File: src/hw/rtl/cau_pkg.sv
package cau_pkg;

    localparam int DATA_WIDTH = 32;
    localparam int FRAC_BITS  = 16;
    localparam int PROD_W     = 2 * DATA_WIDTH;
    localparam int WIDE_W     = PROD_W + 2;
    localparam int QBITS      = DATA_WIDTH + 1;
    localparam int ROOT_W     = DATA_WIDTH;
    localparam int STEPS      = QBITS;
    localparam int QDEPTH     = 4;
    localparam int QPTR_W     = 2;

    typedef enum logic [2:0] {
        OP_ADD = 3'd0,
        OP_SUB = 3'd1,
        OP_MUL = 3'd2,
        OP_DIV = 3'd3,
        OP_EQ  = 3'd4,
        OP_MAG = 3'd5
    } op_t;

    typedef enum logic [2:0] {
        K_ADD,
        K_SUB,
        K_MUL,
        K_DIV,
        K_EQ,
        K_MAG,
        K_NONE
    } kind_t;

    typedef struct packed {
        logic [2:0]                   operation;
        logic signed [DATA_WIDTH-1:0] a_re;
        logic signed [DATA_WIDTH-1:0] a_im;
        logic signed [DATA_WIDTH-1:0] b_re;
        logic signed [DATA_WIDTH-1:0] b_im;
    } req_t;

    typedef struct packed {
        logic signed [DATA_WIDTH-1:0] res_re;
        logic signed [DATA_WIDTH-1:0] res_im;
        logic                         is_equal;
        logic                         div_zero;
        logic                         overflow;
    } res_t;

    typedef struct packed {
        kind_t                        kind;
        logic                         is_equal;
        logic signed [DATA_WIDTH-1:0] a_re;
        logic signed [DATA_WIDTH-1:0] a_im;
        logic signed [DATA_WIDTH-1:0] b_re;
        logic signed [DATA_WIDTH-1:0] b_im;
    } item_t;

    typedef struct packed {
        logic almost_full;
        logic not_empty;
    } q_stat_t;

    localparam logic signed [WIDE_W-1:0] SAT_HI =
        {{(WIDE_W-DATA_WIDTH+1){1'b0}}, {(DATA_WIDTH-1){1'b1}}};
    localparam logic signed [WIDE_W-1:0] SAT_LO = ~SAT_HI;

    // {overflow, saturated value}
    function automatic logic [DATA_WIDTH:0] sat_wide(input logic signed [WIDE_W-1:0] v);
        if (v > SAT_HI)
            return {1'b1, SAT_HI[DATA_WIDTH-1:0]};
        else if (v < SAT_LO)
            return {1'b1, SAT_LO[DATA_WIDTH-1:0]};
        else
            return {1'b0, v[DATA_WIDTH-1:0]};
    endfunction

endpackage

File: src/hw/rtl/cau_queue.sv
module cau_queue
    import cau_pkg::*;
(
    input  logic    clk,
    input  logic    rst_n,
    input  logic    push,
    input  item_t   push_item,
    output q_stat_t q_stat,
    output logic    head_valid,
    output item_t   head
);

    item_t             mem_reg [0:QDEPTH-1];
    logic [QPTR_W-1:0] wr_reg;
    logic [QPTR_W-1:0] rd_reg;
    logic [QPTR_W:0]   count_reg;
    logic [QPTR_W:0]   count_next;
    logic              pop;

    // back end never stalls: drain one entry every cycle while the queue is not empty
    assign pop        = (count_reg != '0);
    assign count_next = count_reg + {{QPTR_W{1'b0}}, push} - {{QPTR_W{1'b0}}, pop};

    always_ff @(posedge clk or negedge rst_n)
    begin
        if (!rst_n)
        begin
            wr_reg    <= '0;
            rd_reg    <= '0;
            count_reg <= '0;
        end
        else
        begin
            if (push)
                wr_reg <= wr_reg + 1'b1;
            if (pop)
                rd_reg <= rd_reg + 1'b1;
            count_reg <= count_next;
        end
    end

    always_ff @(posedge clk)
    begin
        if (push)
            mem_reg[wr_reg] <= push_item;
    end

    assign head_valid         = pop;
    assign head               = mem_reg[rd_reg];
    assign q_stat.not_empty   = pop;
    assign q_stat.almost_full = (count_reg >= (QPTR_W+1)'(QDEPTH-1));

endmodule

File: config.mk
export PLATFORM = sky130hd
export DESIGN_NAME = cau_queue
export DESIGN_NICKNAME = d
export VERILOG_FILES = /design/src/hw/rtl/cau_pkg.sv /design/src/hw/rtl/cau_queue.sv
export SDC_FILE = /design/constraint.sdc
export NUM_CORES = 1
export LEC_CHECK = 0
export ABC_AREA = 1
export ABC_CLOCK_PERIOD_IN_PS = 9400
export BUFFER_PORTS_ARGS = -buffer_cell sky130_fd_sc_hd__buf_2
export CORE_MARGIN = 2
export CORE_UTILIZATION = 32
export DETAILED_ROUTE_END_ITERATION = 12
export GPL_ROUTABILITY_DRIVEN = 0
export RECOVER_POWER = 50
export SETUP_SLACK_MARGIN = 0.05
export SLEW_MARGIN = 30
export SYNTH_ARGS = -nofsm -noshare
export SYNTH_HDL_FRONTEND = slang
export SYNTH_SLANG_ARGS = --single-unit
File: constraint.sdc
create_clock -name clk -period 9.4 [get_ports clk]
set_input_delay 1.88 -clock clk [delete_from_list [all_inputs] [get_ports clk]]
set_output_delay 1.88 -clock clk [all_outputs]
set_load 0.005 [all_outputs]
==> flow_summary.yaml, run 1 <==
power_and_ir_drop:
  pwr-share-clk: 0.279
  p_comb_frac: 0.315
  swShare: 0.345
  power_density_nw_per_um2: 305
  p_switching_mw: 2.79
  ir_drop_mv: 0.206
  p_seq_frac: 0.407
  leakage_nw: 11.9
  p_int_mw: 5.29
yosys:
  seq_area_frac_synth: 0.707
  synth_area_leaders: "edfxtp_1, nand2_1, inv_1"
  yosysMostFrequentCell: "nand2_1"
  yosys_warnings: 0
  syn-num-nets: 2262
  ys.flop_type: "edfxtp_1"
  synth_cell_types: 16
  avgSynthCellArea_um2: 10.7
  synth_edf_count: 528
  syn-cell-area_um2: 22700
  async_reset_ff_frac: 0.0131
  yosys.area.top_type: "edfxtp_1"
  synth_cells: 2119
  synth_seq_cells: 535
  yosys-top-cells-count: "nand2_1, inv_1, edfxtp_1"
  yosysTopAreaCellShare: 0.699
worst_setup_path:
  arrival_ns: 5.43
  path_max_fanout: 48
  path_class: "input port to flip-flop"
  path_delay_family: "buffers and inverters"
  critPathSlowestCell: "clkinvlp_2"
  cp_cell_sequence: "clkbuf_1 -> nand2_1 -> clkinvlp_2 -> buf_4"
  slowest_delay_ns: 2.04
  reg2reg_slack_ns: 5.09
  start_kind: "input port"
  endpoint_kind: "flip-flop"
  cp_num_buf_inv: 3
  required_ns: 9.63
routing:
  drt_wl_total_mm: 49.3
  viasPerCell: 4.14
  num_vias: 13900
  ant_nets: 0
  first_pass_iters: 4
  drc: 0
  drt_iter0_markers: 707
  drt-wirelength-per-cell_um: 14.7
grt:
  antenna_found_initial: 1
  grt_pass1_vias: 13400
  grt_pass1_wl_mm: 76.1
  grt_max_degree: 150
  grt_overflow: 0
  grt_usage: 0.134
timing:
  finalCritPeriodShare: 0.553
  min_period_ns: 5.20
  hold_viol_final: 0
  report.final.slew_viol_count: 122
  fmax_mhz: 192
  skew_ns: 0.0160
  rsz0062_at_grt: "false"
  worst_pin_slew_ns: 2.72
  timing.hold.ws_ns: 0.541
  finalSetupViolCount: 0
  slew_headroom: -0.823
  tns_ns: 0
floorplanning:
  fp.dieH_um: 270
  placementRows: 97
  core_area_um2: 70100
  die_w_um: 270
  io_pins: 270
  dieArea_um2: 73000
  initial_core_util: 0.323
status:
  status: "finished with violations"
  violations: "capacitance limit, slew limit"
clock_network:
  post_cts_buffers: 0
  insertion_delay_ns: 0.60
  numCtsBuffers: 58
  clk_path_buf_depth: 3
  cts_tree: "built"
  cts.sinks: 535
  root_buffer: "clkbuf_16"
  ctsHtreeMaxLevel: 2
  cts_resized: 0
  postCtsHoldBufs: 0
  cts.clk_slew.worst_paths_ns: 0.06
cells_and_area:
  num-nets-final: 2516
  fill_cells: 6908
  area_growth_pct: 16.9
  drive_gt1_frac: 0.0995
  largest_reg_flops: 528
min_path:
  holdCritPathClass: "flip-flop to flip-flop"
flow_run:
  cap_violations: 3
placed_design:
  hpwl_mm: 27.3
  portBuffers: 269
-- cell families after synthesis --
kind of cell / share of synthesized area
AND/OR/NAND/NOR: 0.170
buffers and inverters: 0.117
flip-flops: 0.707
adder cells (fa/ha/maj): 0.00475
AO/OA/AOI/OAI: 0.000441
XOR/XNOR: 0.000773
-- metal layers --
layer	track usage	vias up	part of all wire
met5	0	-	0
met4	0.0419	0	0.027
met3	0.0292	79	0.048
met2	0.244	239	0.52
met1	0.157	6485	0.41
li1	-	7117	-
-- metrics by stage --
step            util  setup slack, ns  total power [mW]  cells  cell area [µm²]
2_1_floorplan      -             4.18              5.01   2119            22700
3_3_place_gp   0.353             4.52              5.93   3252            24700
3_5_place_dp   0.353             4.50              5.97   3252            24700
4_1_cts        0.380             3.83              8.24   3360            26600
5_1_grt        0.378             3.84              8.65   3362            26500
6_report       0.378             4.20              8.09   3362            26500
-- worst reg2reg max path, cell delays in order (launching register included) --
cell,delay (ns)
dfrtp_1,0.43
ha_1,0.21
nand2_1,0.08
clkinvlp_2,2.04
buf_4,1.14
-- layout make-up --
cell class / count / area, µm² / share of cell area
inverters: 541 / 2050 / 0.0775
well taps: 940 / 1180 / 0.0444
repair buffers: 284 / 1320 / 0.0498
flip-flops and latches: 535 / 16000 / 0.605
diodes: 1 / 2.50 / 0.0000944
clock inverters: 31 / 289 / 0.0109
clock buffers: 77 / 1620 / 0.0610
multi-input cells: 953 / 4000 / 0.151
-- path summary, 6_finish.rpt --
| check | start | to | cells past startpoint |
|---|---|---|---|
| max | push | mem_reg[1][62] | 4 |
| min | wr_reg[0] | wr_reg[0] | 1 |
| max reg2reg | wr_reg[0] | mem_reg[1][62] | 4 |
| min reg2reg | wr_reg[0] | wr_reg[0] | 1 |
| max in group asynchronous | rst_n | rd_reg[1] | 1 |
| min in group asynchronous | rst_n | count_reg[1] | 1 |
-- power groups by stage --
stage	logic, mW	registers (mW)	clock network (mW)
after floorplan	1.71	3.29	0
after global routing	2.91	3.33	2.41
final	2.54	3.29	2.25
after global placement	2.60	3.33	0
after detailed placement	2.63	3.33	0
after CTS	2.64	3.29	2.32
-- cell usage in the layout (no fill, tap or decap) --
cell and count:
nand2_1 673, inv_1 535, edfxtp_1 528, nand3_1 266
clkbuf_1 147, buf_2 135, clkbuf_16 61, clkinv_1 12
buf_4 12, clkinv_2 8, ha_1 7, inv_6 5
bufinv_16 5, dfrtp_1 5, inv_8 3, clkinvlp_2 3
clkbuf_8 3, nor2_1 2, xor2_1 2, buf_6 2
dfrtp_4 2, diode_2 1, o21ai_0 1, o21ai_1 1
fa_1 1, clkinvlp_4 1, buf_16 1
(Power assumes the default switching activity.)
==> run 2, diff against run 1 <==
--- a/config.mk
+++ b/config.mk
@@ -6,7 +6,7 @@
 export NUM_CORES = 1
 export LEC_CHECK = 0
 export ABC_AREA = 1
-export ABC_CLOCK_PERIOD_IN_PS = 9400
+export ABC_CLOCK_PERIOD_IN_PS = 4210
 export BUFFER_PORTS_ARGS = -buffer_cell sky130_fd_sc_hd__buf_2
 export CORE_MARGIN = 2
 export CORE_UTILIZATION = 32
==> constraint.sdc (replaced) <==
create_clock -name clk -period 4.21 [get_ports clk]
set_input_delay 0.842 -clock clk [delete_from_list [all_inputs] [get_ports clk]]
set_output_delay 0.842 -clock clk [all_outputs]
set_load 0.005 [all_outputs]
==> run 2 against run 1 <==
  * The flow still finishes with violations (capacitance limit, slew limit)
  * Clock skew up 0.0063 ns
  * Total power up 130%
  * Die area unchanged
  * Setup slack worse by 3.5 ns
  * Combinational power up 130%
  * Clock power up 130%
  * Flip-flop and latch count unchanged
  * Cell count up 0.24%
  * Routed wire length up 0.32%
  * Count of clock-buffer cells in the layout down 12
  * Global-route usage up 0.073 points
  * Largest cell class unchanged
  * Largest power group unchanged
  * Highest routed layer is now met5
==> flow_summary.yaml, run 2 (synthesis gave the netlist of run 1 again) <==
status:
  status: "finished with violations"
  violations: "capacitance limit, slew limit"
routing:
  num_vias: 14200
  ant_nets: 0
  drt_wl_total_mm: 49.4
  drt_iter0_markers: 679
  drt-wirelength-per-cell_um: 14.7
  viasPerCell: 4.21
  first_pass_iters: 5
  drc: 0
timing:
  report.final.slew_viol_count: 85
  worst_pin_slew_ns: 1.98
  hold_viol_final: 0
  slew_headroom: -0.319
  rsz0062_at_grt: "false"
  skew_ns: 0.0223
  tns_ns: 0
  finalSetupViolCount: 0
  finalCritPeriodShare: 0.828
  fmax_mhz: 287
  min_period_ns: 3.49
worst_setup_path:
  path_max_fanout: 98
  start_kind: "flip-flop"
  path_class: "flip-flop to primary output"
  endpoint_kind: "primary output"
  worstReg2RegStart: "wr_reg[0]"
  required_ns: 3.37
  reg2reg_depth: 6
  arrival_ns: 2.64
  reg2reg_slack_ns: 1.07
  reg2reg_to: "mem_reg[2][75]"
clock_network:
  postCtsHoldBufs: 0
  root_buffer: "clkbuf_16"
  cts.sinks: 535
  numCtsBuffers: 59
  cts.clk_slew.worst_paths_ns: 0.06
  insertion_delay_ns: 0.61
  cts_resized: 0
  cts_tree: "built"
  ctsHtreeMaxLevel: 2
  clk_path_buf_depth: 3
  post_cts_buffers: 0
cells_and_area:
  final_cell_count_no_fill: 3370
  layout_commonest_cell: "nand2_1"
  largest_reg_flops: 528
  ff_latch_area_um2: 16000
  final_cell_mix: "nand2_1, inv_1, edfxtp_1"
  area_growth_pct: 17.5
  multi_input_area_um2: 4000
  num-nets-final: 2525
  fill_cells: 6900
  drive_gt1_frac: 0.104
grt:
  grt_usage: 0.135
  grt_busiest_layer: "met2"
  grt_max_degree: 135
  use_met3: 0.0322
  antenna_found_initial: 2
  met1_usage: 0.166
  grt_pass1_vias: 14000
  groute.layer.met2.usage: 0.234
  grt_overflow: 0
  grt_pass1_wl_mm: 77.4
power_and_ir_drop:
  ir_drop_mv: 0.555
  power_density_nw_per_um2: 683
  leakage_nw: 11.9
placed_design:
  portBuffers: 269
  hpwl_mm: 27.9
  dpl.cell_count: 3261
floorplanning:
  io_pins: 270
  initial_core_util: 0.323
  fp.dieH_um: 270
  core_area_um2: 70100
  die_w_um: 270
  placementRows: 97
  dieArea_um2: 73000
min_path:
  holdCritPathClass: "input port to async pin"
flow_run:
  cap_violations: 2
run 2: power breakdown:
group	internal [mW]	total [mW]	switching (mW)
sequential	6.98	7.28	0.302
combinational	1.92	5.84	3.92
clock	3.04	5.09	2.05
total	11.9	18.2	6.27
run 2: metrics by stage:
stage	total power [mW]	util	instance area [µm²]	hold slack (ns)	worst slack, ns
finish	18.2	0.380	26600	0.161	0.724
CTS	18.6	0.382	26800	0.0306	0.615
global route	19.5	0.380	26600	0.154	0.500
floorplan	11.1	-	22700	0.494	0.758
global placement	13.3	0.355	24900	0.523	1.35
detailed placement	13.4	0.355	24900	0.526	1.32
run 2: worst max path at each step:
stage                     depth (start not counted)       from            end  slack (ns)
after floorplan                                   3       push  mem_reg[2][0]        0.76
after global placement                            6  rd_reg[0]        head[4]        1.35
after detailed placement                          6  rd_reg[0]       head[56]        1.32
after CTS                                         6  rd_reg[0]        head[3]        0.61
after global routing                              6  rd_reg[0]       head[57]        0.50
final                                             6  rd_reg[0]        head[3]        0.72
run 2: layer usage:
layer / part of all wire / vias to the layer above
met5: 0.00026 / -
met4: 0.024 / 2
met3: 0.052 / 84
met2: 0.50 / 231
met1: 0.42 / 6735
li1: - / 7131
run 2: worst max-delay path, stage by stage (launching register included):
cell and delay (ns):
dfrtp_4 0.65, inv_8 0.52, buf_4 0.41, nand2_1 0.09, nand3_1 0.10, nand2_1 0.09
buf_2 0.14
run 2: cell type report:
type                            count  share of cell area
Timing Repair Buffer              292              0.0546
Antenna cell                        2            0.000188
Tap cell                          940              0.0441
Clock buffer                       65              0.0563
Inverter                          541              0.0771
Multi-Input combinational cell    953               0.150
Clock inverter                     42              0.0156
Sequential cell                   535               0.602
