## src/hw/rtl/cau_pkg.sv

```systemverilog
package cau_pkg;

    localparam int DATA_WIDTH = 32;
    localparam int FRAC_BITS  = 16;
    localparam int PROD_W     = 2 * DATA_WIDTH;
    localparam int WIDE_W     = PROD_W + 2;
    localparam int QBITS      = DATA_WIDTH + 1;
    localparam int ROOT_W     = DATA_WIDTH;
    localparam int STEPS      = QBITS;
    localparam int QDEPTH     = 4;
    localparam int QPTR_W     = 2;

    typedef enum logic [2:0] {
        OP_ADD = 3'd0,
        OP_SUB = 3'd1,
        OP_MUL = 3'd2,
        OP_DIV = 3'd3,
        OP_EQ  = 3'd4,
        OP_MAG = 3'd5
    } op_t;

    typedef enum logic [2:0] {
        K_ADD,
        K_SUB,
        K_MUL,
        K_DIV,
        K_EQ,
        K_MAG,
        K_NONE
    } kind_t;

    typedef struct packed {
        logic [2:0]                   operation;
        logic signed [DATA_WIDTH-1:0] a_re;
        logic signed [DATA_WIDTH-1:0] a_im;
        logic signed [DATA_WIDTH-1:0] b_re;
        logic signed [DATA_WIDTH-1:0] b_im;
    } req_t;

    typedef struct packed {
        logic signed [DATA_WIDTH-1:0] res_re;
        logic signed [DATA_WIDTH-1:0] res_im;
        logic                         is_equal;
        logic                         div_zero;
        logic                         overflow;
    } res_t;

    typedef struct packed {
        kind_t                        kind;
        logic                         is_equal;
        logic signed [DATA_WIDTH-1:0] a_re;
        logic signed [DATA_WIDTH-1:0] a_im;
        logic signed [DATA_WIDTH-1:0] b_re;
        logic signed [DATA_WIDTH-1:0] b_im;
    } item_t;

    typedef struct packed {
        logic almost_full;
        logic not_empty;
    } q_stat_t;

    localparam logic signed [WIDE_W-1:0] SAT_HI =
        {{(WIDE_W-DATA_WIDTH+1){1'b0}}, {(DATA_WIDTH-1){1'b1}}};
    localparam logic signed [WIDE_W-1:0] SAT_LO = ~SAT_HI;

    // {overflow, saturated value}
    function automatic logic [DATA_WIDTH:0] sat_wide(input logic signed [WIDE_W-1:0] v);
        if (v > SAT_HI)
            return {1'b1, SAT_HI[DATA_WIDTH-1:0]};
        else if (v < SAT_LO)
            return {1'b1, SAT_LO[DATA_WIDTH-1:0]};
        else
            return {1'b0, v[DATA_WIDTH-1:0]};
    endfunction

endpackage

```

## src/hw/rtl/cau_front.sv

```systemverilog
module cau_front
    import cau_pkg::*;
(
    input  logic    clk,
    input  logic    rst_n,
    input  logic    start,
    input  req_t    request,
    input  q_stat_t q_stat,
    output logic    busy,
    output logic    push,
    output item_t   item
);

    logic  accept;
    logic  valid_reg;
    item_t item_reg;
    item_t item_next;

    // leave room in the queue for the request held here
    assign busy   = q_stat.almost_full;
    assign accept = start & ~busy;

    always_comb
    begin
        item_next.a_re     = request.a_re;
        item_next.a_im     = request.a_im;
        item_next.b_re     = request.b_re;
        item_next.b_im     = request.b_im;
        item_next.is_equal = 1'b0;
        case (request.operation)
            OP_ADD: item_next.kind = K_ADD;
            OP_SUB: item_next.kind = K_SUB;
            OP_MUL: item_next.kind = K_MUL;
            OP_DIV: item_next.kind = K_DIV;
            OP_EQ:
            begin
                item_next.kind     = K_EQ;
                item_next.is_equal = (request.a_re == request.b_re) &&
                                     (request.a_im == request.b_im);
            end
            OP_MAG: item_next.kind = K_MAG;
            default: item_next.kind = K_NONE;
        endcase
    end

    always_ff @(posedge clk or negedge rst_n)
    begin
        if (!rst_n)
            valid_reg <= 1'b0;
        else
            valid_reg <= accept;
    end

    always_ff @(posedge clk)
    begin
        if (accept)
            item_reg <= item_next;
    end

    assign push = valid_reg;
    assign item = item_reg;

endmodule

```

## config.mk

```make
export PLATFORM = sky130hd
export DESIGN_NAME = cau_front
export DESIGN_NICKNAME = d
export VERILOG_FILES = /design/src/hw/rtl/cau_pkg.sv /design/src/hw/rtl/cau_front.sv
export SDC_FILE = /design/constraint.sdc
export NUM_CORES = 1
export LEC_CHECK = 0
export BUFFER_PORTS_ARGS = -buffer_cell sky130_fd_sc_hd__buf_2
export CAP_MARGIN = 20
export CORE_MARGIN = 5
export CORE_UTILIZATION = 40
export DETAILED_ROUTE_END_ITERATION = 12
export PLACE_DENSITY = 0.74
export REMOVE_ABC_BUFFERS = 1
export SETUP_SLACK_MARGIN = 0.5
export SYNTH_ARGS = -nofsm -noshare
export SYNTH_HDL_FRONTEND = slang
export SYNTH_SLANG_ARGS = --single-unit
```

## constraint.sdc

```tcl
create_clock -name clk -period 0.8 [get_ports clk]
set_input_delay 0.04 -clock clk [delete_from_list [all_inputs] [get_ports clk]]
set_output_delay 0.04 -clock clk [all_outputs]
set_load 0.02 [all_outputs]
```

==> report_table.html, run 1 <==
<table>
<tr><th>Metric</th><th>Value</th></tr>
<tr><th colspan="2">Run status</th></tr>
<tr><td>Result of the run</td><td>finished with violations</td></tr>
<tr><td>Failing checks</td><td>negative hold slack, negative setup slack</td></tr>
<tr><th colspan="2">Finish</th></tr>
<tr><td>Final layout net count</td><td>720</td></tr>
<tr><td>Count of non-filler cells in the finished layout</td><td>738</td></tr>
<tr><td>Final non-filler cell area</td><td>8370 um^2</td></tr>
<tr><td>Flip-flop count of the largest register, all copies and words added</td><td>132</td></tr>
<tr><td>Area Overhead vs Synth</td><td>76.7%</td></tr>
<tr><td>Share of final-layout standard cells stronger than drive strength 1</td><td>62.7%</td></tr>
<tr><td>Final core area utilization</td><td>72.7%</td></tr>
<tr><td>Storage cell area</td><td>3990 um^2</td></tr>
<tr><td>Filler instances</td><td>714</td></tr>
<tr><td>Footprint of the multi-input gates</td><td>779 um^2</td></tr>
<tr><td>N_diodes</td><td>0</td></tr>
<tr><th colspan="2">Detailed routing</th></tr>
<tr><td>Average detailed-routed wire length per instance</td><td>18.8 um</td></tr>
<tr><td>Via total after detailed routing</td><td>3,460</td></tr>
<tr><td>Initial DRT Pass Iterations</td><td>4</td></tr>
<tr><td>Via/cell ratio</td><td>4.69</td></tr>
<tr><td>Number of DRC violations after detailed-routing iteration 0</td><td>185</td></tr>
<tr><td>Post-route antenna net violation count</td><td>0</td></tr>
<tr><td>Overall routed net length</td><td>13,900 um</td></tr>
<tr><td>Number of remaining DRC errors</td><td>0</td></tr>
<tr><th colspan="2">Die</th></tr>
<tr><td>Io pins</td><td>270</td></tr>
<tr><td>Vertical die dimension</td><td>119 um</td></tr>
<tr><td>Die X-Extent</td><td>119 um</td></tr>
<tr><td>Floorplan die area</td><td>14,100 um^2</td></tr>
<tr><td>Number of standard-cell rows in the floorplan</td><td>39</td></tr>
<tr><td>Placeable core region</td><td>11,500 um^2</td></tr>
<tr><td>Starting density of the core</td><td>41.1%</td></tr>
<tr><th colspan="2">Power and ir drop</th></tr>
<tr><td>Leakage</td><td>3.52 nW</td></tr>
<tr><td>Peak supply drop</td><td>1490 uV</td></tr>
<tr><td>Ratio of total power to cell area</td><td>2160 nW/um^2</td></tr>
<tr><th colspan="2">Clocking</th></tr>
<tr><td>Clock tree from TritonCTS</td><td>done</td></tr>
<tr><td>Hold buffer count at cts</td><td>1</td></tr>
<tr><td>Master cell of the clock root buffer</td><td>sky130_fd_sc_hd__clkbuf_16</td></tr>
<tr><td>Clock transition at path regs</td><td>0.06 ns</td></tr>
<tr><td># clock sinks</td><td>133</td></tr>
<tr><td>Number of H-tree levels</td><td>4</td></tr>
<tr><td>Number of CTS-inserted buffers</td><td>17</td></tr>
<tr><td>Longest Clk Path Bufs</td><td>2</td></tr>
<tr><th colspan="2">Place</th></tr>
<tr><td>Instance count after placement with tap cells included</td><td>688</td></tr>
<tr><td>Placed Instance Area</td><td>6730 um^2</td></tr>
<tr><td>Buffers added on ports</td><td>268</td></tr>
<tr><td>Final weighted congestion in routability-driven placement</td><td>0.797</td></tr>
<tr><td>HPWL after DPL</td><td>10,000 um</td></tr>
<tr><th colspan="2">Min path</th></tr>
<tr><td>Min-Delay Path Class</td><td>primary input to register</td></tr>
<tr><th colspan="2">Yosys</th></tr>
<tr><td>Post-Syn Area</td><td>4740 um^2</td></tr>
<tr><td>Count of unique library cells instantiated by Yosys</td><td>13</td></tr>
<tr><td>Number of instances in the synthesized netlist</td><td>225</td></tr>
<tr><td>Synth Register Bits</td><td>133</td></tr>
<tr><td>Post-Syn Area per Cell</td><td>21.1 um^2</td></tr>
<tr><td>Part of the Yosys area used for sequential elements</td><td>84.2%</td></tr>
<tr><td>Yosys warning count</td><td>0</td></tr>
<tr><th colspan="2">Timing</th></tr>
<tr><td>Time the worst path needs with I/O delays and setup</td><td>1.05 ns</td></tr>
<tr><td>Pin slew with the least headroom to its limit</td><td>0.288 ns</td></tr>
<tr><td>Number of max-slew violations in the final report</td><td>0</td></tr>
<tr><td>Crit path setup slack, layout</td><td>-0.253 ns</td></tr>
<tr><td>Relative slew slack</td><td>80.6%</td></tr>
<tr><td>Fraction of the cycle the final worst path needs</td><td>132%</td></tr>
<tr><td>Final Setup Violations</td><td>134</td></tr>
<tr><td>Final hold slack</td><td>-0.185 ns</td></tr>
<tr><td>Setup repair after global routing missed its margin</td><td>true</td></tr>
<tr><td>Final number of hold-violating endpoints</td><td>132</td></tr>
<tr><td>Highest clock rate</td><td>950 MHz</td></tr>
<tr><th colspan="2">Job</th></tr>
<tr><td>Max_cap viols</td><td>0</td></tr>
<tr><th colspan="2">Global routing</th></tr>
<tr><td>Total routing resource utilization after global routing</td><td>19.1%</td></tr>
<tr><td>Congestion Overflow GR</td><td>0</td></tr>
<tr><td>Number of antenna violations at the first check in global routing</td><td>0</td></tr>
<tr><td>First-pass GRT wire length</td><td>20,400 um</td></tr>
<tr><td>Via count of the first global-routing pass</td><td>3,815</td></tr>
<tr><td>Pin count of the biggest net entering global routing</td><td>17</td></tr>
<tr><th colspan="2">Critical path</th></tr>
<tr><td>Worst path arrival time</td><td>1.01 ns</td></tr>
<tr><td>Crit Path Class</td><td>register to output pin</td></tr>
<tr><td>Crit path capture type</td><td>output pin</td></tr>
<tr><td>Max stage delay on crit path</td><td>0.44 ns</td></tr>
<tr><td>Element type at the critical path start</td><td>register</td></tr>
<tr><td>Crit path max-delay family</td><td>flip-flops</td></tr>
<tr><td>Critical Path RT</td><td>0.76 ns</td></tr>
<tr><td>Buffers and inverters on the worst path</td><td>1</td></tr>
<tr><td>Cells along the critical path</td><td>buf_6</td></tr>
<tr><td>Slowest CP cell</td><td>sky130_fd_sc_hd__edfxtp_1</td></tr>
<tr><td>Critical Path Fanout Max</td><td>1</td></tr>
</table>
==> Yosys cell counts <==
cell type                  number  area share [%]
sky130_fd_sc_hd__nor3_1         1            0.11
sky130_fd_sc_hd__nor4_1        10             1.3
sky130_fd_sc_hd__clkbuf_1       2            0.16
sky130_fd_sc_hd__dfrtp_1        1            0.53
sky130_fd_sc_hd__nor2b_1        1            0.13
sky130_fd_sc_hd__xnor2_1       17             3.1
sky130_fd_sc_hd__nor2_1         1           0.079
sky130_fd_sc_hd__nand4_1        8             1.1
sky130_fd_sc_hd__a21boi_0       1            0.16
sky130_fd_sc_hd__nor4_2         3            0.79
sky130_fd_sc_hd__xor2_1        47             8.7
sky130_fd_sc_hd__edfxtp_1     132              84
sky130_fd_sc_hd__buf_4          1            0.16
==> what timing repair did <==
item	in CTS	in global routing
pin swaps	7	3
endpoints found under the hold margin	132	132
buffers inserted	13	1
setup endpoints to repair	268	268
gates resized for setup	160	103
gates cloned	5	0
==> metrics by stage <==
step / power [W] / hold WS (ns) / setup slack, ns / TNS [ns]
detailed placement: 0.0107 / -0.184 / -0.695 / -27.25
finish: 0.0181 / -0.185 / -0.253 / -23.21
CTS: 0.0179 / -0.203 / -0.263 / -25.85
global placement: 0.0106 / -0.184 / -0.575 / -24.59
floorplan: 0.00947 / -0.256 / -5.87 / -767.37
global route: 0.0187 / -0.205 / -0.291 / -28.57
==> cell usage in the layout (no fill, tap or decap), types with 3 or more instances in the layout <==
master	instances
sky130_fd_sc_hd__buf_12	7
sky130_fd_sc_hd__xnor2_1	17
sky130_fd_sc_hd__buf_2	162
sky130_fd_sc_hd__clkinv_1	5
sky130_fd_sc_hd__buf_8	13
sky130_fd_sc_hd__clkbuf_16	17
sky130_fd_sc_hd__nor4_2	8
sky130_fd_sc_hd__xor2_1	46
sky130_fd_sc_hd__nand4_1	8
sky130_fd_sc_hd__buf_4	32
sky130_fd_sc_hd__nor4_1	5
sky130_fd_sc_hd__clkbuf_1	4
sky130_fd_sc_hd__clkinv_2	3
sky130_fd_sc_hd__buf_6	123
sky130_fd_sc_hd__edfxtp_1	132
sky130_fd_sc_hd__buf_16	5
==> power by group <==
| part | switching, W | leakage, nW | internal (W) |
|---|---|---|---|
| combinational | 0.00141 | 2.02 | 0.00150 |
| clock | 0.00259 | 0.248 | 0.00415 |
| sequential | 0.000195 | 1.25 | 0.00821 |
| total | 0.00419 | 3.52 | 0.0139 |
==> kinds of logic (layout without fill, tap and decap cells) <==
family,Yosys count,after routing,synth area share [%]
buffers and inverters,3,373,0.317
DFF,133,133,84.2
AOI/OAI and AO/OA,1,1,0.159
xor gates and xnor gates,64,64,11.8
and+or+nand+nor,24,24,3.49
==> path summary, 6_finish.rpt <==
| check | start | end | slack (ns) | cells past startpoint |
|---|---|---|---|---|
| min in group asynchronous | rst_n | push | -0.06 | 2 |
| hold / removal | request[53] | item[53] | -0.19 | 1 |
| max in group asynchronous | rst_n | push | 0.77 | 2 |
| setup / recovery | item[96] | item[96] | -0.25 | 1 |
==> metal layers <==
layer	vias to the layer above	global-route usage (%)	share of wire [%]
met5	-	0	0
met4	0	9.56	3.2
met3	35	8.39	9.0
met2	183	33.7	54
met1	1647	19.0	34
li1	1595	-	-
==> final cells by class <==
cell class | count | area share [%]
clock inverters | 9 | 0.762
multi-input cells | 89 | 9.31
clock buffers | 21 | 5.26
flip-flops and latches | 133 | 47.7
well taps | 143 | 2.14
repair buffers | 343 | 34.9
Power figures use the tool's default switching activity.
==> run 2: changes to the inputs <==
--- a/config.mk
+++ b/config.mk
@@ -10,7 +10,7 @@
 export CORE_MARGIN = 5
 export CORE_UTILIZATION = 40
 export DETAILED_ROUTE_END_ITERATION = 12
-export PLACE_DENSITY = 0.74
+export PLACE_DENSITY = 0.71
 export REMOVE_ABC_BUFFERS = 1
 export SETUP_SLACK_MARGIN = 0.5
 export SYNTH_ARGS = -nofsm -noshare
==> report_table.html, run 2 (synthesis gave the netlist of run 1 again) <==
<table>
<tr><th>Metric</th><th>Value</th></tr>
<tr><th colspan="2">Finish</th></tr>
<tr><td>Share of final-layout standard cells stronger than drive strength 1</td><td>62.6%</td></tr>
<tr><td>Final layout net count</td><td>714</td></tr>
<tr><td>Commonest cells after routing, fill and taps aside</td><td>162 x sky130_fd_sc_hd__buf_2, 132 x sky130_fd_sc_hd__edfxtp_1, 118 x sky130_fd_sc_hd__buf_6</td></tr>
<tr><td>Most frequent standard cell in the layout excluding fill and tap cells</td><td>sky130_fd_sc_hd__buf_2</td></tr>
<tr><td>Flip-flop count of the largest register, all copies and words added</td><td>132</td></tr>
<tr><td>Area Overhead vs Synth</td><td>81.2%</td></tr>
<tr><td>Filler instances</td><td>690</td></tr>
<tr><td>N_diodes</td><td>0</td></tr>
<tr><th colspan="2">Timing</th></tr>
<tr><td>Final hold slack</td><td>-0.188 ns</td></tr>
<tr><td>Time the worst path needs with I/O delays and setup</td><td>1.03 ns</td></tr>
<tr><td>Highest clock rate</td><td>974 MHz</td></tr>
<tr><td>Number of max-slew violations in the final report</td><td>0</td></tr>
<tr><td>Setup tns final</td><td>-23.63 ns</td></tr>
<tr><td>Final Setup Violations</td><td>134</td></tr>
<tr><td>Final number of hold-violating endpoints</td><td>131</td></tr>
<tr><td>Pin slew with the least headroom to its limit</td><td>0.446 ns</td></tr>
<tr><td>Crit path setup slack, layout</td><td>-0.227 ns</td></tr>
<tr><td>Fraction of the cycle the final worst path needs</td><td>128%</td></tr>
<tr><td>Setup repair after global routing missed its margin</td><td>true</td></tr>
<tr><td>Relative slew slack</td><td>70.0%</td></tr>
<tr><th colspan="2">Detailed routing</th></tr>
<tr><td>Overall routed net length</td><td>14,100 um</td></tr>
<tr><td>Number of remaining DRC errors</td><td>0</td></tr>
<tr><td>Average detailed-routed wire length per instance</td><td>19.2 um</td></tr>
<tr><td>Number of DRC violations after detailed-routing iteration 0</td><td>177</td></tr>
<tr><td>Initial DRT Pass Iterations</td><td>4</td></tr>
<tr><td>Via total after detailed routing</td><td>3,449</td></tr>
<tr><td>Post-route antenna net violation count</td><td>0</td></tr>
<tr><td>Via/cell ratio</td><td>4.70</td></tr>
<tr><th colspan="2">Global routing</th></tr>
<tr><td>Total routing resource utilization after global routing</td><td>19.4%</td></tr>
<tr><td>Pin count of the biggest net entering global routing</td><td>17</td></tr>
<tr><td>Via count of the first global-routing pass</td><td>3,662</td></tr>
<tr><td>First-pass GRT wire length</td><td>20,500 um</td></tr>
<tr><td>Congestion Overflow GR</td><td>0</td></tr>
<tr><td>Number of antenna violations at the first check in global routing</td><td>1</td></tr>
<tr><th colspan="2">Critical path</th></tr>
<tr><td>Slowest CP cell</td><td>sky130_fd_sc_hd__edfxtp_1</td></tr>
<tr><td>Worst path arrival time</td><td>0.99 ns</td></tr>
<tr><td>Buffers and inverters on the worst path</td><td>1</td></tr>
<tr><td>Crit path capture type</td><td>output pin</td></tr>
<tr><td>Cells along the critical path</td><td>buf_6</td></tr>
<tr><td>Critical Path RT</td><td>0.76 ns</td></tr>
<tr><td>Max stage delay on crit path</td><td>0.42 ns</td></tr>
<tr><td>Element type at the critical path start</td><td>register</td></tr>
<tr><td>Critical Path Fanout Max</td><td>1</td></tr>
<tr><td>Crit Path Class</td><td>register to output pin</td></tr>
<tr><td>Crit path max-delay family</td><td>flip-flops</td></tr>
<tr><th colspan="2">Die</th></tr>
<tr><td>Die X-Extent</td><td>119 um</td></tr>
<tr><td>Io pins</td><td>270</td></tr>
<tr><td>Number of standard-cell rows in the floorplan</td><td>39</td></tr>
<tr><td>Starting density of the core</td><td>41.1%</td></tr>
<tr><td>Placeable core region</td><td>11,500 um^2</td></tr>
<tr><td>Vertical die dimension</td><td>119 um</td></tr>
<tr><td>Floorplan die area</td><td>14,100 um^2</td></tr>
<tr><th colspan="2">Min path</th></tr>
<tr><td>Min-Delay Path Class</td><td>primary input to register</td></tr>
<tr><th colspan="2">Clocking</th></tr>
<tr><td># clock sinks</td><td>133</td></tr>
<tr><td>Longest Clk Path Bufs</td><td>2</td></tr>
<tr><td>Number of CTS-inserted buffers</td><td>17</td></tr>
<tr><td>Clock tree from TritonCTS</td><td>done</td></tr>
<tr><td>Master cell of the clock root buffer</td><td>sky130_fd_sc_hd__clkbuf_16</td></tr>
<tr><td>Hold buffer count at cts</td><td>1</td></tr>
<tr><td>Clock transition at path regs</td><td>0.06 ns</td></tr>
<tr><td>Number of H-tree levels</td><td>4</td></tr>
<tr><th colspan="2">Power and ir drop</th></tr>
<tr><td>Ratio of total power to cell area</td><td>2240 nW/um^2</td></tr>
<tr><td>Leakage</td><td>3.61 nW</td></tr>
<tr><td>Peak supply drop</td><td>1740 uV</td></tr>
<tr><th colspan="2">Run status</th></tr>
<tr><td>Result of the run</td><td>finished with violations</td></tr>
<tr><td>Failing checks</td><td>negative hold slack, negative setup slack</td></tr>
<tr><th colspan="2">Place</th></tr>
<tr><td>Final weighted congestion in routability-driven placement</td><td>0.776</td></tr>
<tr><td>HPWL after DPL</td><td>9420 um</td></tr>
<tr><td>Buffers added on ports</td><td>268</td></tr>
<tr><th colspan="2">Job</th></tr>
<tr><td>Max_cap viols</td><td>0</td></tr>
</table>
-- run 2: per-stage QoR --
step                area (um^2)  std cells  setup WS, ns  power, W  utilization, %
floorplan                  4720        222         -5.87   0.00947               -
global placement           6480        661        -0.713    0.0105            56.3
detailed placement         6480        661        -0.767    0.0105            56.3
CTS                        8080        723        -0.244    0.0190            70.2
global route               8580        734        -0.265    0.0199            74.5
finish                     8580        734        -0.227    0.0192            74.5
-- run 2: path summary, 6_finish.rpt --
kind,startpoint,cells past startpoint,slack [ns],end
setup / recovery,item[124],1,-0.23,item[124]
hold / removal,request[96],1,-0.19,item[96]
max in group asynchronous,rst_n,2,0.77,push
min in group asynchronous,rst_n,2,-0.05,push
-- run 2: power breakdown --
part / switching [W] / total [W] / internal (W)
clock: 0.00271 / 0.00785 / 0.00514
combinational: 0.00142 / 0.00300 / 0.00158
sequential: 0.000197 / 0.00840 / 0.00820
total: 0.00432 / 0.0192 / 0.0149
-- run 2: cell type report --
class,instances,area [um^2],share of cell area [%]
sequential,133,3990,46.5
timing repair buffer,337,3050,35.5
multi-input combinational,89,769,8.97
clock buffer,19,433,5.04
tap,143,179,2.08
clock inverter,13,163,1.90
-- run 2: repair_timing --
action                                  in CTS  in global routing
endpoints found under the setup margin     268                268
cloned                                      13                  4
gates resized for setup                    156                 97
pin swaps                                    1                  9
setup buffers                               16                  7
endpoints found under the hold margin      132                132
-- run 2: routing by layer --
layer  up-vias  global-route usage (%)  part of all wire, %
li1       1584                       -                    -
met1      1658                    19.8                   34
met2       174                    34.6                   54
met3        31                    8.48                  8.5
met4         2                    7.97                  2.6
met5         -                       0                0.050
==> run 3: changes to the inputs <==
--- a/config.mk
+++ b/config.mk
@@ -8,9 +8,9 @@
 export BUFFER_PORTS_ARGS = -buffer_cell sky130_fd_sc_hd__buf_2
 export CAP_MARGIN = 20
 export CORE_MARGIN = 5
-export CORE_UTILIZATION = 40
+export CORE_UTILIZATION = 44
 export DETAILED_ROUTE_END_ITERATION = 12
-export PLACE_DENSITY = 0.71
+export PLACE_DENSITY_LB_ADDON = 0.15
 export REMOVE_ABC_BUFFERS = 1
 export SETUP_SLACK_MARGIN = 0.5
 export SYNTH_ARGS = -nofsm -noshare
==> report_table.html, run 3 (synthesis gave the netlist of run 1 again) <==
<table>
<tr><th>Metric</th><th>Value</th></tr>
<tr><th colspan="2">Clocking</th></tr>
<tr><td># clock sinks</td><td>133</td></tr>
<tr><td>Clock tree from TritonCTS</td><td>done</td></tr>
<tr><td>Number of CTS-inserted buffers</td><td>17</td></tr>
<tr><td>Hold buffer count at cts</td><td>1</td></tr>
<tr><td>Clock transition at path regs</td><td>0.06 ns</td></tr>
<tr><td>Master cell of the clock root buffer</td><td>sky130_fd_sc_hd__clkbuf_8</td></tr>
<tr><td>Number of H-tree levels</td><td>4</td></tr>
<tr><td>Longest Clk Path Bufs</td><td>2</td></tr>
<tr><th colspan="2">Die</th></tr>
<tr><td>Vertical die dimension</td><td>114 um</td></tr>
<tr><td>Starting density of the core</td><td>45.5%</td></tr>
<tr><td>Number of standard-cell rows in the floorplan</td><td>37</td></tr>
<tr><td>Die X-Extent</td><td>114 um</td></tr>
<tr><td>Floorplan die area</td><td>12,900 um^2</td></tr>
<tr><td>Io pins</td><td>270</td></tr>
<tr><td>Placeable core region</td><td>10,400 um^2</td></tr>
<tr><th colspan="2">Critical path</th></tr>
<tr><td>Worst path arrival time</td><td>1.09 ns</td></tr>
<tr><td>Crit path capture type</td><td>output pin</td></tr>
<tr><td>Crit Path Class</td><td>register to output pin</td></tr>
<tr><td>Slowest CP cell</td><td>sky130_fd_sc_hd__edfxtp_1</td></tr>
<tr><td>Crit path max-delay family</td><td>flip-flops</td></tr>
<tr><td>Max stage delay on crit path</td><td>0.42 ns</td></tr>
<tr><td>Critical Path RT</td><td>0.76 ns</td></tr>
<tr><td>Element type at the critical path start</td><td>register</td></tr>
<tr><td>Critical Path Fanout Max</td><td>1</td></tr>
<tr><td>Buffers and inverters on the worst path</td><td>1</td></tr>
<tr><td>Cells along the critical path</td><td>buf_6</td></tr>
<tr><th colspan="2">Timing</th></tr>
<tr><td>Pin slew with the least headroom to its limit</td><td>0.372 ns</td></tr>
<tr><td>Fraction of the cycle the final worst path needs</td><td>141%</td></tr>
<tr><td>Number of max-slew violations in the final report</td><td>0</td></tr>
<tr><td>Setup tns final</td><td>-36.44 ns</td></tr>
<tr><td>Crit path setup slack, layout</td><td>-0.327 ns</td></tr>
<tr><td>Final hold slack</td><td>-0.294 ns</td></tr>
<tr><td>Final number of hold-violating endpoints</td><td>132</td></tr>
<tr><td>Highest clock rate</td><td>887 MHz</td></tr>
<tr><td>Final Setup Violations</td><td>134</td></tr>
<tr><td>Setup repair after global routing missed its margin</td><td>true</td></tr>
<tr><td>Relative slew slack</td><td>75.0%</td></tr>
<tr><td>Time the worst path needs with I/O delays and setup</td><td>1.13 ns</td></tr>
<tr><th colspan="2">Finish</th></tr>
<tr><td>Commonest cells after routing, fill and taps aside</td><td>166 x sky130_fd_sc_hd__buf_2, 132 x sky130_fd_sc_hd__edfxtp_1, 112 x sky130_fd_sc_hd__buf_6</td></tr>
<tr><td>Final core area utilization</td><td>80.4%</td></tr>
<tr><td>Flip-flop count of the largest register, all copies and words added</td><td>132</td></tr>
<tr><td>Final layout net count</td><td>696</td></tr>
<tr><td>Most frequent standard cell in the layout excluding fill and tap cells</td><td>sky130_fd_sc_hd__buf_2</td></tr>
<tr><td>Area Overhead vs Synth</td><td>76.8%</td></tr>
<tr><td>Count of non-filler cells in the finished layout</td><td>710</td></tr>
<tr><td>Share of final-layout standard cells stronger than drive strength 1</td><td>61.8%</td></tr>
<tr><th colspan="2">Job</th></tr>
<tr><td>Max_cap viols</td><td>0</td></tr>
<tr><th colspan="2">Global routing</th></tr>
<tr><td>Via count of the first global-routing pass</td><td>3,768</td></tr>
<tr><td>Busiest layer in global routing</td><td>met2</td></tr>
<tr><td>Pin count of the biggest net entering global routing</td><td>17</td></tr>
<tr><td>Number of antenna violations at the first check in global routing</td><td>0</td></tr>
<tr><td>Met2 usage in global routing</td><td>39.4%</td></tr>
<tr><td>First-pass GRT wire length</td><td>21,000 um</td></tr>
<tr><td>Met1 Use GR</td><td>23.5%</td></tr>
<tr><td>Congestion Overflow GR</td><td>0</td></tr>
<tr><td>Total routing resource utilization after global routing</td><td>22.0%</td></tr>
<tr><td>Routing usage on met3</td><td>7.80%</td></tr>
<tr><th colspan="2">Run status</th></tr>
<tr><td>Result of the run</td><td>finished with violations</td></tr>
<tr><td>Failing checks</td><td>negative hold slack, negative setup slack</td></tr>
<tr><th colspan="2">Detailed routing</th></tr>
<tr><td>Number of DRC violations after detailed-routing iteration 0</td><td>200</td></tr>
<tr><td>Via total after detailed routing</td><td>3,424</td></tr>
<tr><td>Number of remaining DRC errors</td><td>0</td></tr>
<tr><td>Via/cell ratio</td><td>4.82</td></tr>
<tr><td>Overall routed net length</td><td>14,300 um</td></tr>
<tr><td>Average detailed-routed wire length per instance</td><td>20.2 um</td></tr>
<tr><td>Initial DRT Pass Iterations</td><td>5</td></tr>
<tr><td>Post-route antenna net violation count</td><td>0</td></tr>
<tr><th colspan="2">Place</th></tr>
<tr><td>Buffers added on ports</td><td>268</td></tr>
<tr><td>Instance count after placement with tap cells included</td><td>647</td></tr>
<tr><td>HPWL after DPL</td><td>9660 um</td></tr>
<tr><td>Minimum setup slack after placement</td><td>-0.691 ns</td></tr>
<tr><td>Final weighted congestion in routability-driven placement</td><td>0.807</td></tr>
<tr><th colspan="2">Min path</th></tr>
<tr><td>Min-Delay Path Class</td><td>primary input to register</td></tr>
<tr><th colspan="2">Power and ir drop</th></tr>
<tr><td>Leakage</td><td>3.48 nW</td></tr>
<tr><td>Ratio of total power to cell area</td><td>2310 nW/um^2</td></tr>
<tr><td>Peak supply drop</td><td>1450 uV</td></tr>
</table>
## run 3: cell types whose count changed in the layout (fill, tap and decap cells not counted), moves of 2 or more
| cell | change |
|---|---|
| sky130_fd_sc_hd__xnor2_2 | -2 |
| sky130_fd_sc_hd__nor4_2 | +4 |
| sky130_fd_sc_hd__xnor2_1 | +2 |
| sky130_fd_sc_hd__buf_8 | +3 |
| sky130_fd_sc_hd__buf_6 | -6 |
| sky130_fd_sc_hd__clkbuf_16 | -5 |
| sky130_fd_sc_hd__nor4_1 | -4 |
| sky130_fd_sc_hd__buf_4 | -14 |
| sky130_fd_sc_hd__buf_2 | +4 |
## run 3: layer usage
layer	routed length [um]	share of wire, %
met5	0	0
met4	343	2.4
met3	1490	10
met2	7790	54
met1	4700	33
## run 3: path summary, 6_finish.rpt
kind / from / end / slack, ns / cells past startpoint
min in group asynchronous: rst_n / push / -0.14 / 2
worst max-delay path: item[83] / item[83] / -0.33 / 1
max in group asynchronous: rst_n / push / 0.85 / 2
worst min-delay path: request[117] / item[117] / -0.29 / 1
## run 3: power by group
| part | leakage, nW | total (W) | switching [W] | internal (W) |
|---|---|---|---|---|
| clock | 0.295 | 0.00801 | 0.00269 | 0.00532 |
| combinational | 1.94 | 0.00291 | 0.00143 | 0.00148 |
| sequential | 1.25 | 0.00839 | 0.000191 | 0.00820 |
## run 3: per-stage QoR
step / power [W] / area (um^2) / hold slack, ns
floorplan: 0.00947 / 4720 / -0.256
CTS: 0.0192 / 8120 / -0.321
detailed placement: 0.0105 / 6450 / -0.184
global placement: 0.0105 / 6450 / -0.184
finish: 0.0193 / 8370 / -0.294
global route: 0.0200 / 8370 / -0.314
## run 3: area by class of cell
class | count | area, um^2
Clock inverter | 12 | 184
Antenna cell | 1 | 2.50
Multi-Input combinational cell | 89 | 779
Fill cell | 585 | 2040
Timing Repair Buffer | 319 | 2820
Sequential cell | 133 | 3990
Tap cell | 136 | 170
Clock buffer | 20 | 425
## run 3: what timing repair did
item | in CTS | in global routing
setup buffers | 17 | 0
endpoints found under the hold margin | 133 | 132
endpoints found under the setup margin | 267 | 268
gates resized for setup | 167 | 81
cloned | 12 | 0
pin swaps | 7 | 3
